File: src/hdl/stl_pkg.sv
`default_nettype none

package stl_pkg;

	// Widths and defaults
	localparam int LENGTH_BITS_DEF = 16;
	localparam int LEN_OUT_W       = 16;
	localparam int MAX_RES         = 3;
	localparam int RES_CNT_W       = 2;

	// Characters with a special meaning
	localparam logic [7:0] CH_NUL   = 8'h00;
	localparam logic [7:0] CH_LC_B  = 8'h62;
	localparam logic [7:0] CH_UC_B  = 8'h42;
	localparam logic [7:0] CH_LC_H  = 8'h68;
	localparam logic [7:0] CH_DOT   = 8'h2E;
	localparam logic [7:0] CH_UNDER = 8'h5F;
	localparam logic [7:0] CH_ZERO  = 8'h30;
	localparam logic [7:0] CH_ONE   = 8'h31;
	localparam logic [7:0] CH_SPACE = 8'h20;

	typedef enum logic [2:0] {
		MODE_IDLE  = 3'd0,
		MODE_DEC   = 3'd1,
		MODE_BIN   = 3'd2,
		MODE_HEX   = 3'd3,
		MODE_IDENT = 3'd4
	} mode_t;

	typedef enum logic [1:0] {
		KIND_INT   = 2'd0,
		KIND_TYPE  = 2'd1,
		KIND_IDENT = 2'd2,
		KIND_OP    = 2'd3
	} kind_t;

	localparam logic EV_CHAR = 1'b0;
	localparam logic EV_END  = 1'b1;

	typedef struct packed {
		logic [7:0] ch;
		logic       final_item;
	} in_item_t;

	typedef struct packed {
		logic                 event_res;
		kind_t                kind;
		logic [7:0]           char_out;
		logic [LEN_OUT_W-1:0] token_length;
		logic                 last_of_run;
	} out_item_t;

	// All results caused by one input item
	typedef struct packed {
		logic [RES_CNT_W-1:0]       count;
		out_item_t [MAX_RES-1:0]    slots;
	} res_set_t;

	function automatic logic is_digit(input logic [7:0] c);
		return c inside {[8'h30:8'h39]};
	endfunction

	function automatic logic is_alpha(input logic [7:0] c);
		return c inside {[8'h61:8'h7A], [8'h41:8'h5A]};
	endfunction

	function automatic logic is_xdigit(input logic [7:0] c);
		return c inside {[8'h30:8'h39], [8'h61:8'h66], [8'h41:8'h46]};
	endfunction

	function automatic logic is_space(input logic [7:0] c);
		return c inside {CH_SPACE, [8'h09:8'h0D]};
	endfunction

	function automatic kind_t kind_of(input mode_t m);
		return (m == MODE_IDENT) ? KIND_IDENT : KIND_INT;
	endfunction

	function automatic out_item_t mk_char(input kind_t k, input logic [7:0] c);
		out_item_t r;
		r.event_res    = EV_CHAR;
		r.kind         = k;
		r.char_out     = c;
		r.token_length = '0;
		r.last_of_run  = 1'b0;
		return r;
	endfunction

	function automatic out_item_t mk_end(input kind_t k, input logic [LEN_OUT_W-1:0] len);
		out_item_t r;
		r.event_res    = EV_END;
		r.kind         = k;
		r.char_out     = CH_NUL;
		r.token_length = len;
		r.last_of_run  = 1'b0;
		return r;
	endfunction

endpackage

`default_nettype wire

File: src/hdl/stl_lex_core.sv
`default_nettype none

module stl_lex_core #(
	parameter int LengthBits = stl_pkg::LENGTH_BITS_DEF
) (
	input  wire                  clk,
	input  wire                  arst_n,
	input  stl_pkg::in_item_t    item,
	input  wire                  step,
	output stl_pkg::res_set_t    res
);

	localparam int ExtW = LengthBits + stl_pkg::LEN_OUT_W;
	localparam logic [stl_pkg::LEN_OUT_W-1:0] LenMax = '1;

	stl_pkg::mode_t          mode_q, mode_d;
	logic [LengthBits-1:0]   count_q, count_d, count_inc;
	logic                    ended_q, ended_d;
	logic [stl_pkg::LEN_OUT_W-1:0] len_cur, len_inc;
	logic [ExtW-1:0]         ext_cur, ext_inc;
	logic                    cont, dec_b, starts, drop;
	stl_pkg::kind_t          cont_kind;
	stl_pkg::mode_t          start_mode;
	logic [stl_pkg::RES_CNT_W-1:0] n;
	logic [7:0]              c;

	assign c = item.ch;

	// Saturating count and reported lengths
	always_comb begin
		count_inc = (count_q == '1) ? count_q : count_q + LengthBits'(1);
		ext_cur   = ExtW'(count_q);
		ext_inc   = ExtW'(count_inc);
		len_cur   = (ext_cur > ExtW'(LenMax)) ? LenMax : ext_cur[stl_pkg::LEN_OUT_W-1:0];
		len_inc   = (ext_inc > ExtW'(LenMax)) ? LenMax : ext_inc[stl_pkg::LEN_OUT_W-1:0];
	end

	// Classify the byte against the open token
	always_comb begin
		dec_b     = 1'b0;
		cont      = 1'b0;
		cont_kind = stl_pkg::KIND_INT;
		case (mode_q)
			stl_pkg::MODE_DEC: begin
				dec_b = (c == stl_pkg::CH_LC_B) || (c == stl_pkg::CH_UC_B);
				cont  = stl_pkg::is_digit(c) || (c == stl_pkg::CH_DOT) || dec_b;
				cont_kind = dec_b ? stl_pkg::KIND_TYPE : stl_pkg::KIND_INT;
			end
			stl_pkg::MODE_BIN: begin
				cont = (c == stl_pkg::CH_ZERO) || (c == stl_pkg::CH_ONE);
			end
			stl_pkg::MODE_HEX: begin
				cont = stl_pkg::is_xdigit(c);
			end
			stl_pkg::MODE_IDENT: begin
				cont = stl_pkg::is_alpha(c) || stl_pkg::is_digit(c) ||
					(c == stl_pkg::CH_UNDER);
				cont_kind = stl_pkg::KIND_IDENT;
			end
			default: begin
				cont = 1'b0;
			end
		endcase

		drop       = stl_pkg::is_space(c) || (c == stl_pkg::CH_UNDER);
		starts     = 1'b1;
		start_mode = stl_pkg::MODE_IDENT;
		if (stl_pkg::is_digit(c)) begin
			start_mode = stl_pkg::MODE_DEC;
		end else if (c == stl_pkg::CH_LC_B) begin
			start_mode = stl_pkg::MODE_BIN;
		end else if (c == stl_pkg::CH_LC_H) begin
			start_mode = stl_pkg::MODE_HEX;
		end else if (!stl_pkg::is_alpha(c)) begin
			starts = 1'b0;
		end
	end

	// Build the result list and the next state
	always_comb begin
		res     = '0;
		n       = '0;
		mode_d  = mode_q;
		count_d = count_q;
		ended_d = ended_q;
		if (!ended_q) begin
			if (c == stl_pkg::CH_NUL) begin
				// end of text: close what is open
				if (mode_q != stl_pkg::MODE_IDLE) begin
					res.slots[n] = stl_pkg::mk_end(stl_pkg::kind_of(mode_q), len_cur);
					n = n + 2'd1;
				end
				mode_d  = stl_pkg::MODE_IDLE;
				count_d = '0;
				ended_d = 1'b1;
			end else if (cont) begin
				// extend the open token
				res.slots[n] = stl_pkg::mk_char(cont_kind, c);
				n = n + 2'd1;
				count_d = count_inc;
				if (dec_b || item.final_item) begin
					res.slots[n] = stl_pkg::mk_end(
						dec_b ? stl_pkg::KIND_TYPE : stl_pkg::kind_of(mode_q), len_inc);
					n = n + 2'd1;
					mode_d  = stl_pkg::MODE_IDLE;
					count_d = '0;
				end
				ended_d = item.final_item;
			end else begin
				// terminate the open token, then take the byte afresh
				if (mode_q != stl_pkg::MODE_IDLE) begin
					res.slots[n] = stl_pkg::mk_end(stl_pkg::kind_of(mode_q), len_cur);
					n = n + 2'd1;
				end
				mode_d  = stl_pkg::MODE_IDLE;
				count_d = '0;
				if (drop) begin
					mode_d = stl_pkg::MODE_IDLE;
				end else if (starts) begin
					res.slots[n] = stl_pkg::mk_char(stl_pkg::kind_of(start_mode), c);
					n = n + 2'd1;
					mode_d  = start_mode;
					count_d = LengthBits'(1);
					if (item.final_item) begin
						res.slots[n] = stl_pkg::mk_end(stl_pkg::kind_of(start_mode),
							stl_pkg::LEN_OUT_W'(1));
						n = n + 2'd1;
						mode_d  = stl_pkg::MODE_IDLE;
						count_d = '0;
					end
				end else begin
					// one-byte operator
					res.slots[n] = stl_pkg::mk_char(stl_pkg::KIND_OP, c);
					n = n + 2'd1;
					res.slots[n] = stl_pkg::mk_end(stl_pkg::KIND_OP, stl_pkg::LEN_OUT_W'(1));
					n = n + 2'd1;
				end
				ended_d = item.final_item;
			end
		end
		res.count = n;
	end

	// Advance the lexer state on each consumed item
	always_ff @(posedge clk or negedge arst_n) begin
		if (!arst_n) begin
			mode_q  <= stl_pkg::MODE_IDLE;
			count_q <= '0;
			ended_q <= 1'b0;
		end else if (step) begin
			mode_q  <= mode_d;
			count_q <= count_d;
			ended_q <= ended_d;
		end
	end

endmodule

`default_nettype wire

File: src/hdl/stl_res_buf.sv
`default_nettype none

module stl_res_buf (
	input  wire                  clk,
	input  wire                  arst_n,
	input  stl_pkg::res_set_t    res,
	output logic                 can_load,
	input  wire                  load,
	output logic                 result_valid,
	input  wire                  result_ready,
	output stl_pkg::out_item_t   result
);

	stl_pkg::out_item_t [stl_pkg::MAX_RES-1:0] slots_q;
	logic [stl_pkg::RES_CNT_W-1:0]             cnt_q;
	logic                                      xfer;

	assign result_valid = (cnt_q != '0);
	assign xfer         = result_valid && result_ready;
	assign can_load     = (cnt_q == '0) || ((cnt_q == 2'd1) && result_ready);

	// The remaining slot is always the last of its run
	always_comb begin
		result             = slots_q[0];
		result.last_of_run = (cnt_q == 2'd1);
	end

	// Hold the count of pending results
	always_ff @(posedge clk or negedge arst_n) begin
		if (!arst_n) begin
			cnt_q <= '0;
		end else if (load) begin
			cnt_q <= res.count;
		end else if (xfer) begin
			cnt_q <= cnt_q - 2'd1;
		end
	end

	// Load a new run or shift forward after each transfer
	always_ff @(posedge clk) begin
		if (load) begin
			slots_q <= res.slots;
		end else if (xfer) begin
			slots_q[0] <= slots_q[1];
			slots_q[1] <= slots_q[2];
		end
	end

endmodule

`default_nettype wire

File: src/hdl/script_token_lexer.sv
`default_nettype none

// Streaming tokenizer: one text byte goes in per transfer, and for each byte
// between zero and three results come out in order (an end event for a token
// that the byte terminates, the byte's character event, and an end event for
// a token that the byte completes; end events carry kind and saturating
// length); last_of_run marks the final result caused by a byte. A byte is
// registered, lexed combinationally and its results are loaded into a
// three-entry result buffer, so a new byte is accepted every cycle as long
// as each byte gives at most one result and result_ready stays high; a byte
// that gives two or three results holds the input until its results have
// drained to the last one, since the result port moves one result per cycle.
// A zero byte or a byte marked final closes the text; later bytes are taken
// and dropped until reset. No clearing pass after reset is needed.
module script_token_lexer #(
	parameter int LENGTH_BITS = stl_pkg::LENGTH_BITS_DEF
) (
	input  wire                  clk,
	input  wire                  arst_n,
	input  wire                  item_valid,
	output logic                 item_ready,
	input  stl_pkg::in_item_t    item,
	output logic                 result_valid,
	input  wire                  result_ready,
	output stl_pkg::out_item_t   result
);

	stl_pkg::in_item_t  item_s1;
	logic               valid_s1;
	logic               can_load;
	logic               load;
	stl_pkg::res_set_t  res;

	assign load       = valid_s1 && can_load;
	assign item_ready = !valid_s1 || load;

	// Input register
	always_ff @(posedge clk or negedge arst_n) begin
		if (!arst_n) begin
			valid_s1 <= 1'b0;
		end else if (item_valid && item_ready) begin
			valid_s1 <= 1'b1;
		end else if (load) begin
			valid_s1 <= 1'b0;
		end
	end

	always_ff @(posedge clk) begin
		if (item_valid && item_ready) begin
			item_s1 <= item;
		end
	end

	stl_lex_core #(
		.LengthBits(LENGTH_BITS)
	) u_core (
		.clk    (clk),
		.arst_n (arst_n),
		.item   (item_s1),
		.step   (load),
		.res    (res)
	);

	stl_res_buf u_buf (
		.clk          (clk),
		.arst_n       (arst_n),
		.res          (res),
		.can_load     (can_load),
		.load         (load),
		.result_valid (result_valid),
		.result_ready (result_ready),
		.result       (result)
	);

endmodule

`default_nettype wire
File: config.mk
export PLATFORM = sky130hd
export DESIGN_NAME = script_token_lexer
export DESIGN_NICKNAME = d
export VERILOG_FILES = /design/src/hdl/stl_pkg.sv /design/src/hdl/stl_lex_core.sv /design/src/hdl/stl_res_buf.sv /design/src/hdl/script_token_lexer.sv
export SDC_FILE = /design/constraint.sdc
export NUM_CORES = 1
export LEC_CHECK = 0
export ABC_CLOCK_PERIOD_IN_PS = 3900
export BUFFER_PORTS_ARGS = -buffer_cell sky130_fd_sc_hd__buf_2
export CAP_MARGIN = 20
export CORE_ASPECT_RATIO = 0.75
export CORE_UTILIZATION = 35
export DETAILED_ROUTE_END_ITERATION = 10
export GPL_ROUTABILITY_DRIVEN = 0
export MAX_ROUTING_LAYER = met4
export SLEW_MARGIN = 0
export SYNTH_ARGS = -nofsm -noshare
export SYNTH_HDL_FRONTEND = slang
export SYNTH_SLANG_ARGS = --single-unit
export TNS_END_PERCENT = 50
File: constraint.sdc
create_clock -name clk -period 3.9 [get_ports clk]
set_clock_uncertainty 0.2 [all_clocks]
set_input_delay 0.195 -clock clk [delete_from_list [all_inputs] [get_ports clk]]
set_output_delay 0.195 -clock clk [all_outputs]
set_load 0.02 [all_outputs]
**Word-level counts from Yosys, hierarchy flattened**

Index checks and enable logic that the tools add are counted.

- Flip-flop bits (word level): 115

- $add $sub $neg: 4
- Magnitude comparators: 14
- Equality and inequality tests: 16
- Muxes and demuxes: 65
- Bitwise gates (word level): 4
- Reduce and logical (&&, ||, !) cells: 35

Operator list:

| kind | count |
|---|---|
| $bwmux W84 | 3 |
| $mux W28 | 9 |
| $mux W84 | 3 |
| $mux W56 | 4 |
| $demux W28 S2 | 2 |
| $mux W16 | 6 |
| $and A72 B72 Y72 | 1 |
| $not A72 Y72 | 1 |
| $eq A8 B6 Y1 const B | 4 |
| $eq A8 B7 Y1 const B | 4 |
| $le A8 B7 Y1 const B | 4 |
| $mux W2 | 15 |
| $mux W3 | 9 |
| $add A16 B1 Y16 const B | 1 |
| $eq A16 B16 Y1 const B | 1 |
| $ge A8 B7 Y1 const B | 2 |
| $logic_and A1 B1 Y1 | 12 |
| $mux W1 | 12 |
| $or A12 B12 Y12 | 1 |
| $logic_or A1 B1 Y1 | 10 |
| $reduce_bool A2 Y1 | 5 |
| $ge A8 B4 Y1 const B | 1 |
| $ge A8 B6 Y1 const B | 1 |
| $le A8 B4 Y1 const B | 1 |
| other kinds (20) | 26 |

**Depth between registers and ports, before layout**

Gate-level depths: netlist of run 1.

- Word-level depth: 22
- Mapped depth: 11
- Gate-level depth less buffers: 8

**By module**

From an unflattened synthesis of run 1, not the netlist that was laid out.

- Cell total of the unflattened synthesis: 547
- Area total of the unflattened synthesis: 6374.9 µm²

By module, submodules not included:

| module | times used | cells each | area an instance (µm²) | sequential area each (µm²) |
|---|---|---|---|---|
| stl_res_buf | 1 | 187 | 3488.3 | 2482.4 |
| stl_lex_core | 1 | 346 | 2556.2 | 500.5 |
| script_token_lexer | 1 | 14 | 330.3 | 295.3 |

**Worst setup path before layout of run 1**

Ideal clock, no wire load.

- Kind: reg-to-reg
- Start: register u_buf.cnt_q[1] (netlist bit)
- End: register u_core.count_q[11]
- Setup time: 0.082 ns
- Arrival time: 2.505 ns
- Slack: 1.113 ns
- Stages on the path, launching flop included: 12
- Path buffers: 3
- Period minus slack after synthesis: 2.787 ns
- Cells stage by stage: dfrtp_1 -> inv_1 -> ha_1 -> a21o_1 -> and3_1 -> clkbuf_1 -> nand2_1 -> nor3_1 -> clkbuf_1 -> clkbuf_1 -> nand3_1 -> a31oi_1

RTL lines:

| what | RTL line | RTL |
|---|---|---|
| start: declaration | stl_res_buf.sv:15 | `logic [stl_pkg::RES_CNT_W-1:0] cnt_q;` |
| start signal: assignment | stl_res_buf.sv:33 | `cnt_q <= res.count;` |
| start signal: assignment | stl_res_buf.sv:35 | `cnt_q <= cnt_q - 2'd1;` |
| end signal: assignment | stl_lex_core.sv:152 | `count_q <= count_d;` |
| end: declaration | stl_lex_core.sv:17 | `logic [LengthBits-1:0] count_q, count_d, count_inc;` |

**Worst setup path after layout of run 1**

- Start: register item_s1[3] (netlist bit)
- End: register u_buf.slots_q, in the netlist u_buf.result[15], data pin

- Cells in the longest elaborated chain, start to end: 13

RTL lines:

| what | RTL line | RTL |
|---|---|---|
| start: declaration | script_token_lexer.sv:28 | `stl_pkg::in_item_t item_s1;` |
| start signal: assignment | script_token_lexer.sv:50 | `item_s1 <= item;` |
| $ge A8 B7 Y1 / $le A8 B7 Y1 (equally long branches) | stl_pkg.sv:64, stl_pkg.sv:68 |  |
| $logic_and A1 B1 Y1 | stl_pkg.sv:64 | `return c inside {[8'h61:8'h7A], [8'h41:8'h5A]};` |
| $reduce_bool A2 Y1 | stl_pkg.sv:64 |  |
| $mux W1 | stl_lex_core.sv:74 | `end else if (!stl_pkg::is_alpha(c)) begin` |
| $mux W1 | stl_lex_core.sv:72 | `end else if (c == stl_pkg::CH_LC_H) begin` |
| $mux W1 | stl_lex_core.sv:70 | `end else if (c == stl_pkg::CH_LC_B) begin` |
| $mux W1 | stl_lex_core.sv:68 | `if (stl_pkg::is_digit(c)) begin` |
| $mux W84 | stl_lex_core.sv:119 | `end else if (starts) begin` |
| $mux W84 | stl_lex_core.sv:117 | `if (drop) begin` |
| $mux W56 | stl_lex_core.sv:96 | `end else if (cont) begin` |
| $mux W28 (*) | stl_lex_core.sv:87 | `if (c == stl_pkg::CH_NUL) begin` |
| $mux W56 (*) | stl_lex_core.sv:86 | `if (!ended_q) begin` |
| $mux W56 (*) | stl_res_buf.sv:41 | `if (load) begin` |
| end signal: assignment | stl_res_buf.sv:42 | `slots_q <= res.slots;` |
| end: declaration | stl_res_buf.sv:14 | `stl_pkg::out_item_t [stl_pkg::MAX_RES-1:0] slots_q;` |

Mark *: on every way between the ends. The rest lies on a longest branch, timed or not.
A chain may end at the register's enable or synchronous reset.

==> results of run 1 <==
## power by group through the flow
stage               combinational [mW]  clock [mW]  sequential (mW)
floorplan                        0.883           0             1.49
global route                      1.03       0.836             1.58
finish                           0.943       0.785             1.55
CTS                              0.954       0.797             1.55
detailed placement               0.933           0             1.56
global placement                 0.929           0             1.56
## synthesized netlist by cell type, types with 2 or more instances
cell,number
nor2b_1,4
and2_1,16
xnor2_1,11
and4_1,3
o21ai_0,11
a22o_1,25
clkbuf_1,23
or4_4,2
nor3_1,13
dfrtp_1,23
a31o_2,2
or3b_2,4
nand2_1,31
o211ai_1,4
a31oi_1,20
inv_1,13
nor2_1,21
nor4bb_1,3
or4b_2,2
nand3_1,18
ha_1,6
nand4_1,4
a21o_1,3
nor4b_1,2
buf_6,2
buf_4,27
and3_1,11
edfxtp_1,66
mux2i_1,4
nor4_1,4
o22ai_1,4
a21oi_1,16
or3_1,3
a211oi_1,4
buf_2,4
## logic make-up after synthesis
kind of cell / count (synthesis) / synth area share, %
buf+inv: 70 / 8.09
flops: 89 / 53.9
xor+xnor: 12 / 2.21
mux: 5 / 1.08
compound gates: 102 / 15.7
fa+ha+maj: 6 / 1.58
simple gates: 148 / 17.5
## cell type report
class,count,area share (%)
inverter,14,0.995
clock buffer,12,4.67
multi-input combinational,273,34.4
sequential,89,48.4
tap,171,4.05
timing repair buffer,60,7.11
clock inverter,4,0.379
## layer usage
layer	routed length (um)	part of all wire, %
met4	142	1.4
met5	0	0
met2	4110	41
met1	5240	52
met3	609	6.0
## cell usage in the layout, fill, tap and decap left out, types with 6 or more instances in the layout
cell type	count
clkbuf_16	9
a31oi_1	20
nand3_1	18
dlygate4sd3_1	12
o21ai_0	11
xnor2_1	11
nor3_1	12
dfrtp_1	23
buf_2	42
nor2_1	21
ha_1	6
and2_1	16
nand2_1	31
a22o_1	25
and3_1	11
edfxtp_1	66
inv_1	13
a21oi_1	16
buf_4	6
## state kept, by name, indices dropped and copies added (netlist names)
register,flops
u_core.count_q,16
valid_s1,1
item_s1,9
u_buf.cnt_q,2
u_buf.slots_q,30
u_buf.result,27
u_core.mode_q,3
u_core.ended_q,1
## through the flow
stage                     util [%]  hold slack, ns
after floorplan                  -          -0.301
after global placement        37.4          0.0231
after CTS                     40.3           0.208
final                         40.3           0.200
after detailed placement      37.4          0.0284
after global routing          40.3           0.263
## worst paths after layout
kind / from / to / slack, ns / cells after the start
max: item_s1[3] / u_buf.result[15] / 0.59 / 7
min: arst_n / u_core.count_q[5] / 0.20 / 2
max reg2reg: item_s1[3] / u_buf.result[15] / 0.59 / 7
min reg2reg: u_buf.cnt_q[1] / u_buf.cnt_q[1] / 0.31 / 1
max in group asynchronous: arst_n / u_core.mode_q[1] / 2.92 / 2
min in group clk: result_ready / u_buf.cnt_q[0] / 0.30 / 5
## timing repair
item | CTS | global route
resized for setup | 0 | 0
endpoints found under the hold margin | 33 | 0
hold buffers | 12 | 0
==> run metrics, run 1 <==
# nets final 466; non-filler cells, final 623; post-DR wirelength/cell 16.2 um; final WL roughly 10 mm; IO Pins 43; Seq/Total Area, Yosys between 50% and 60%; Starting Density around 36%; Total Power approximately 3.3 mW; CP max stage cell or4_4; top cell type's share of synthesized area between 40% and 50%; asr flop ratio synth about a quarter; largest net degree at the start of global routing 35; P per Cell Area about 620 nW/um^2; type of the worst setup path reg -> reg; final std cell area, no fill approximately 5300 um^2; mean post-synth cell area 11.0 um^2; crit path DAT ~3.3 ns; clock root cell clkbuf_16; fmax between 300 and 400 MHz; Sink Count 89; total CTS buffers 9; fin crit share 84.9%; critical-path cell list or4_4, o221ai_4, a21oi_2, or4_4, nor3_4, buf_4, a22o_1; multi-input logic area 1820 um^2; cell area after synthesis approximately 4700 um^2; vias in the first global route 3100; vias ~3400; Mapped Cells about 430; post-CTS setup buffer count 0; RSZ-0062 raised after global routing false; TritonCTS clock tree yes; Mapped Nets about 450; clock slew at reported path FFs around 0.060 ns; sequential share of power a little under half; met1 Use GR a little under a quarter; drt drc 0; met2 Resource Use GR about a fifth; H-tree depth 3; DRT Pass-1 Iters 5; Clock Latency Late Sink 0.33 ns; die width 136 um; Final Setup Violations 0; Buf+Inv Stages, Crit Path 1; first-pass GRT wire length roughly 16 mm; M3 GR Usage under 10%; Slew HR a little over half; initial drt markers approximately 290; cell family with most CP delay simple AND/OR/NAND/NOR gates; Die ar. roughly 14000 um^2; Static Leak 2.03 nW; yosys warns 0; Hold Path Class in -> async; Area Growth Syn to Fin 11.3%; Final ANT Viol Nets 0; Post-synth EDFFs between 60 and 70; Slew @ Worst Pin between 0.7 and 0.8 ns; outcome finished clean; DP Area a little under 5000 um^2; fin worst setup slack between 0.5 and 0.6 ns; global route hottest layer met1; Sw Pwr roughly 1.1 mW; Distinct cells, synth 58; hpwl dp just under 7 mm; Crit Path Max Fanout 30; Worst setup SP type flip-flop; buffer depth of the longest clock path 2; Placement Setup Slack 0.613 ns; diode count 0; Filler cells around 1200; final-report max-slew violation count 0; register cell area after layout approximately 2600 um^2; max-cap viol count 0; Die Ht roughly 100 um; Synth area leaders edfxtp_1 (42%), dfrtp_1 (12%), a22o_1 (4.6%), buf_4 (4.3%), a31oi_1 (2.6%); kind of end point of the critical path flip-flop; Final TNS setup 0 ns; share of cells above drive strength 1 17.3%; Core ar. around 13000 um^2; Crit path largest cell delay 0.75 ns; placed insts about 600; worst ir drop on vdd roughly 0.26 mV; Synth Register Bits slightly below 90; I/O Buffers 42; Combinational Power Share between 20 and 30%; number of core rows 36; initial antenna violation count 0; detailed-route vias per instance ~5.4; Yosys top cell by area edfxtp_1; Req. time, crit path about 4 ns; final hold vios 0; Clk pwr share a little under a quarter; Switching Fraction 33.1%; most frequent CP cell or4_4; min Tclk post-route between 3 and 4 ns; top_reg_cell synth edfxtp_1; gr ovfl total 0; Internal about 2.2 mW; global-route usage over all layers between 10% and 20%
Note: power is estimated with default switching activity, not from simulation.
==> run 2, diff against run 1 <==
--- a/config.mk
+++ b/config.mk
@@ -5,7 +5,7 @@
 export SDC_FILE = /design/constraint.sdc
 export NUM_CORES = 1
 export LEC_CHECK = 0
-export ABC_CLOCK_PERIOD_IN_PS = 3900
+export ABC_CLOCK_PERIOD_IN_PS = 3100
 export BUFFER_PORTS_ARGS = -buffer_cell sky130_fd_sc_hd__buf_2
 export CAP_MARGIN = 20
 export CORE_ASPECT_RATIO = 0.75
==> constraint.sdc (replaced) <==
create_clock -name clk -period 3.1 [get_ports clk]
set_clock_uncertainty 0.2 [all_clocks]
set_input_delay 0.155 -clock clk [delete_from_list [all_inputs] [get_ports clk]]
set_output_delay 0.155 -clock clk [all_outputs]
set_load 0.02 [all_outputs]
==> run metrics, run 2 (same netlist as run 1, synthesis figures left out) <==
diode count 0 (unchanged); buffer depth of the longest clock path 2 (unchanged); vias 3399 (+0.15%); final-report max-slew violation count 0 (unchanged); hpwl dp 7.13 mm (+5.5%); initial drt markers 321 (+11%); Placement Setup Slack 0.0235 ns (-0.590 ns); post-DR wirelength/cell 16.5 um (+2.1%); Starting Density 36.2% (unchanged); vias in the first global route 3190 (+2.9%); fmax 345 MHz (+14%); Slew @ Worst Pin 0.658 ns (-0.0485 ns); number of core rows 36 (unchanged); P per Cell Area 797 nW/um^2 (+29%); global-route usage over all layers 16.6% (+0.98 points); type of the worst setup path reg -> reg; Req. time, crit path 3.16 ns (-0.74 ns); Clock Latency Late Sink 0.34 ns (about the same); first-pass GRT wire length 16.9 mm (+3.1%); I/O Buffers 42 (unchanged); CP max stage cell dfrtp_1; crit path DAT 2.95 ns (-0.36 ns); total CTS buffers 9 (unchanged); min Tclk post-route 2.90 ns (-0.416 ns); placed insts 607 (+2.0%); Sink Count 89 (unchanged); Slew HR 55.9% (+3.0 points); Die ar. 14000 um^2 (unchanged); Filler cells 1230 (-0.81%); cell family with most CP delay simple AND/OR/NAND/NOR gates; worst reg-to-reg path cell count 7 (unchanged); most common cell after layout, fill and taps aside edfxtp_1; Buf+Inv Stages, Crit Path 0 (-1); Total Power 4.34 mW (+32%); number of flip-flops in the largest register 30 (unchanged); clock slew at reported path FFs 0.06 ns (about the same); Die Ht 103 um (unchanged); largest net degree at the start of global routing 36 (+2.9%); DP Area 5000 um^2 (+2.1%); Biggest register u_buf.slots_q; outcome finished clean; fin worst setup slack 0.204 ns (-0.384 ns); share of cells above drive strength 1 20.0% (+2.8 points); gr ovfl total 0 (unchanged); RSZ-0062 raised after global routing false; final std cell area, no fill 5440 um^2 (+3.0%); DRT Pass-1 Iters 5 (unchanged); Crit path largest cell delay 0.48 ns (-0.27 ns); detailed-route vias per instance 5.35 (-1.7%); die width 136 um (unchanged); clock root cell clkbuf_16; critical-path cell list ha_1, nand2_1, nor3_1, a21oi_1, and3_1, or3b_2, a31oi_1; kind of end point of the critical path flip-flop; Area Growth Syn to Fin 14.7%; final hold vios 0 (unchanged); non-filler cells, final 635 (+1.9%); Levels on crit path 7 (unchanged); worst ir drop on vdd 0.413 mV (+60%); Core ar. 13100 um^2 (unchanged); max-cap viol count 0 (unchanged); drt drc 0 (unchanged); # nets final 478 (+2.6%); Final Setup Violations 0 (unchanged); Crit Path Max Fanout 7 (-77%); Hold Path Class in -> async; IO Pins 43 (unchanged); Static Leak 2.12 nW (+4.3%); fin crit share 93.4% (+8.5 points); H-tree depth 3 (unchanged); commonest cells after routing, fill and taps aside edfxtp_1 (66), buf_2 (42), nand2_1 (31); Final ANT Viol Nets 0 (unchanged); Worst setup SP type flip-flop; initial antenna violation count 0 (unchanged); TritonCTS clock tree yes; final WL 10.5 mm (+4.0%)
[run 2: metrics by stage]
stage | hold WS (ns) | util, % | setup TNS (ns)
after floorplan | -0.341 | - | 0
after global placement | -0.00868 | 38.1 | -0.0451
after detailed placement | -0.0105 | 38.1 | 0
after CTS | 0.153 | 41.4 | 0
after global routing | 0.207 | 41.5 | 0
final | 0.148 | 41.5 | 0
[run 2: repair_timing]
item | in CTS | in global routing
resized for setup | 0 | 2
hold endpoints to repair | 33 | 0
buffers inserted | 0 | 0
setup endpoints to repair | 0 | 16
hold buffers | 12 | 0
[run 2: area by class of cell]
cell class	count	area, um^2	area share (%)
flip-flops and latches	89	2560	47.0
multi-input cells	273	1830	33.6
repair buffers	72	478	8.78
clock buffers	12	236	4.34
well taps	171	214	3.93
clock inverters	4	76.3	1.40
inverters	14	52.6	0.966
[run 2: per-layer routing]
| metal | global-route usage (%) | part of all wire (%) |
|---|---|---|
| met5 | - | 0 |
| met4 | 6.92 | 1.6 |
| met3 | 3.10 | 6.1 |
| met2 | 22.2 | 41 |
| met1 | 24.1 | 52 |
[run 2: final timing paths]
path	startpoint	endpoint	slack, ns
worst max-delay path	u_core.count_q[0]	u_core.count_q[9]	0.20
worst min-delay path	arst_n	u_core.count_q[5]	0.15
worst max register to register	u_core.count_q[0]	u_core.count_q[9]	0.20
worst min register to register	u_buf.cnt_q[1]	u_buf.cnt_q[1]	0.30
max in group asynchronous	arst_n	u_core.mode_q[1]	2.16
min in group clk	result_ready	u_buf.cnt_q[0]	0.27
[run 2: worst reg2reg max path, cell delays in order, from the launching register on]
cell and delay [ns]:
dfrtp_1 0.48, ha_1 0.28, nand2_1 0.14, nor3_1 0.45, a21oi_1 0.32, and3_1 0.31, or3b_2 0.44, a31oi_1 0.19
[run 2: power by group]
part | switching (mW) | leakage (nW) | internal [mW]
Clock | 0.438 | 0.147 | 0.710
Combinational | 0.814 | 1.01 | 0.462
Sequential | 0.141 | 0.955 | 1.77
Total | 1.39 | 2.12 | 2.94
==> run 3, diff against run 2 <==
--- a/config.mk
+++ b/config.mk
@@ -9,10 +9,12 @@
 export BUFFER_PORTS_ARGS = -buffer_cell sky130_fd_sc_hd__buf_2
 export CAP_MARGIN = 20
 export CORE_ASPECT_RATIO = 0.75
-export CORE_UTILIZATION = 35
+export CORE_UTILIZATION = 50
 export DETAILED_ROUTE_END_ITERATION = 10
 export GPL_ROUTABILITY_DRIVEN = 0
 export MAX_ROUTING_LAYER = met4
+export PLACE_DENSITY = 0.69
+export RECOVER_POWER = 50
 export SLEW_MARGIN = 0
 export SYNTH_ARGS = -nofsm -noshare
 export SYNTH_HDL_FRONTEND = slang
==> run metrics, run 3 (same netlist as run 1, synthesis figures left out) <==
Reg2Reg Launch Point item_s1[7]; cell family with most CP delay simple AND/OR/NAND/NOR gates; RSZ-0062 raised after global routing false; number of core rows 30 (-17%); max-cap viol count 0 (unchanged); die width 115 um (-16%); Die Ht 86.4 um (-16%); Req. time, crit path 2.99 ns (-0.17 ns); final WL 10.0 mm (-4.4%); Static Leak 2.00 nW (-5.6%); Sink Count 89 (unchanged); final hold vios 0 (unchanged); min Tclk post-route 2.95 ns (+0.0558 ns); IO Pins 43 (unchanged); clock root cell clkbuf_16; Crit path largest cell delay 0.56 ns (+0.08 ns); Slew @ Worst Pin 1.40 ns (+0.740 ns); diode count 0 (unchanged); most common cell after layout, fill and taps aside edfxtp_1; Slew HR 6.76% (-49 points); initial drt markers 261 (-19%); CP max stage cell edfxtp_1; Crit Path Max Fanout 16 (+9); Buf+Inv Stages, Crit Path 1 (+1); Die ar. 9890 um^2 (-30%); P per Cell Area 792 nW/um^2 (-0.61%); buffer depth of the longest clock path 2 (unchanged); Biggest register u_buf.slots_q; vias 3474 (+2.2%); crit path DAT 2.84 ns (-0.11 ns); final core occ 58.1% (+17 points); crit path from item_s1[7]; fin crit share 95.2% (+1.8 points); detailed-route vias per instance 5.90 (+10%); clock slew at reported path FFs 0.07 ns (about the same); kind of end point of the critical path flip-flop; gr ovfl total 0 (unchanged); Hold Path Class in -> reg; Worst setup SP type flip-flop; critical-path cell list nor4bb_1, nand2_1, o22ai_1, or4_4, buf_4, nor3_2, a221o_1; commonest cells after routing, fill and taps aside edfxtp_1 (66), clkbuf_1 (32), nand2_1 (31); TritonCTS clock tree yes; Sw Pwr 1.41 mW (+1.2%); fmax 339 MHz (-1.9%); type of the worst setup path reg -> reg; Switching Fraction 33.6% (+1.4 points); I/O Buffers 42 (unchanged); placed insts 561 (-7.6%); Total Power 4.20 mW (-3.1%); multi-input logic area 1830 um^2 (about the same); Area Growth Syn to Fin 11.7%; number of flip-flops in the largest register 30 (unchanged); hold_sp result_ready; global-route usage over all layers 22.7% (+6.1 points); initial antenna violation count 0 (unchanged); final-report max-slew violation count 0 (unchanged); Core ar. 9120 um^2 (-30%); DRT Pass-1 Iters 5 (unchanged); sequential share of power 45.7% (+1.6 points); Clock Latency Late Sink 0.34 ns (about the same); first-pass GRT wire length 16.7 mm (-1.1%); post-CTS setup buffer count 0 (unchanged); register cell area after layout 2560 um^2 (unchanged); Combinational Power Share 27.9% (-1.5 points); drt drc 0 (unchanged); Internal 2.79 mW (-5.2%); share of cells above drive strength 1 13.0% (-7.0 points); largest net degree at the start of global routing 36 (unchanged); Filler cells 786 (-36%); total CTS buffers 9 (unchanged); hpwl dp 6.69 mm (-6.3%); # nets final 475 (-0.63%); Final Setup Violations 0 (unchanged); worst ir drop on vdd 0.691 mV (+67%); Final TNS setup 0 ns (unchanged); post-DR wirelength/cell 17.0 um (+3.0%); H-tree depth 3 (unchanged); outcome finished clean; Final ANT Viol Nets 0 (unchanged); Clk pwr share 26.4% (about the same); vias in the first global route 3266 (+2.4%); Starting Density 52.0% (+16 points); non-filler cells, final 589 (-7.2%)
==> run 3: worst paths after layout <==
kind                                          end  slack (ns)  cells past startpoint
worst max-delay path            u_buf.slots_q[53]        0.15                      7
worst min-delay path               u_buf.cnt_q[0]        0.25                      5
worst max register to register  u_buf.slots_q[53]        0.15                      7
worst min register to register     u_buf.cnt_q[1]        0.32                      1
max in group asynchronous        u_core.mode_q[0]        1.41                      2
min in group asynchronous          u_core.ended_q        0.47                      2
==> run 3: what timing repair did <==
| action | CTS | global route |
|---|---|---|
| endpoints found under the setup margin | 0 | 6 |
| resized for setup | 0 | 2 |
| hold buffers | 12 | 0 |
| endpoints found under the hold margin | 33 | 0 |
==> run 3: cell type report <==
type,instances,share of cell area [%]
timing repair buffer,69,7.62
multi-input combinational,273,34.4
clock buffer,10,4.32
sequential,89,48.2
tap,128,3.02
inverter,14,0.991
clock inverter,6,1.39
==> run 3: metal layers <==
layer | up-vias | GRT usage [%] | wire length, um
li1 | 1644 | - | -
met1 | 1662 | 33.9 | 5090
met2 | 157 | 31.3 | 4130
met3 | 11 | 4.20 | 719
met4 | 0 | 6.38 | 105
met5 | - | - | 0
==> run 3: power groups by stage <==
stage                     clock network [mW]  logic (mW)  registers [mW]
after detailed placement                   0        1.24            1.93
after CTS                               1.12        1.26            1.91
after floorplan                            0        1.11            1.88
after global routing                    1.17        1.29            1.96
final                                   1.11        1.17            1.92
after global placement                     0        1.21            1.93
==> run 3: worst register-to-register path, stage by stage, from the launching register on <==
cell	delay (ns)
edfxtp_1	0.56
nor4bb_1	0.51
nand2_1	0.22
o22ai_1	0.30
or4_4	0.33
buf_4	0.26
nor3_2	0.08
a221o_1	0.27
==> run 3: per-stage QoR <==
step	area (um^2)	worst slack [ns]	hold WS, ns
after global routing	5300	0.0133	0.312
after floorplan	4750	0.313	-0.341
after CTS	5350	0.0660	0.170
final	5300	0.148	0.252
after global placement	4920	0.183	-0.0174
after detailed placement	4920	0.0754	-0.00967
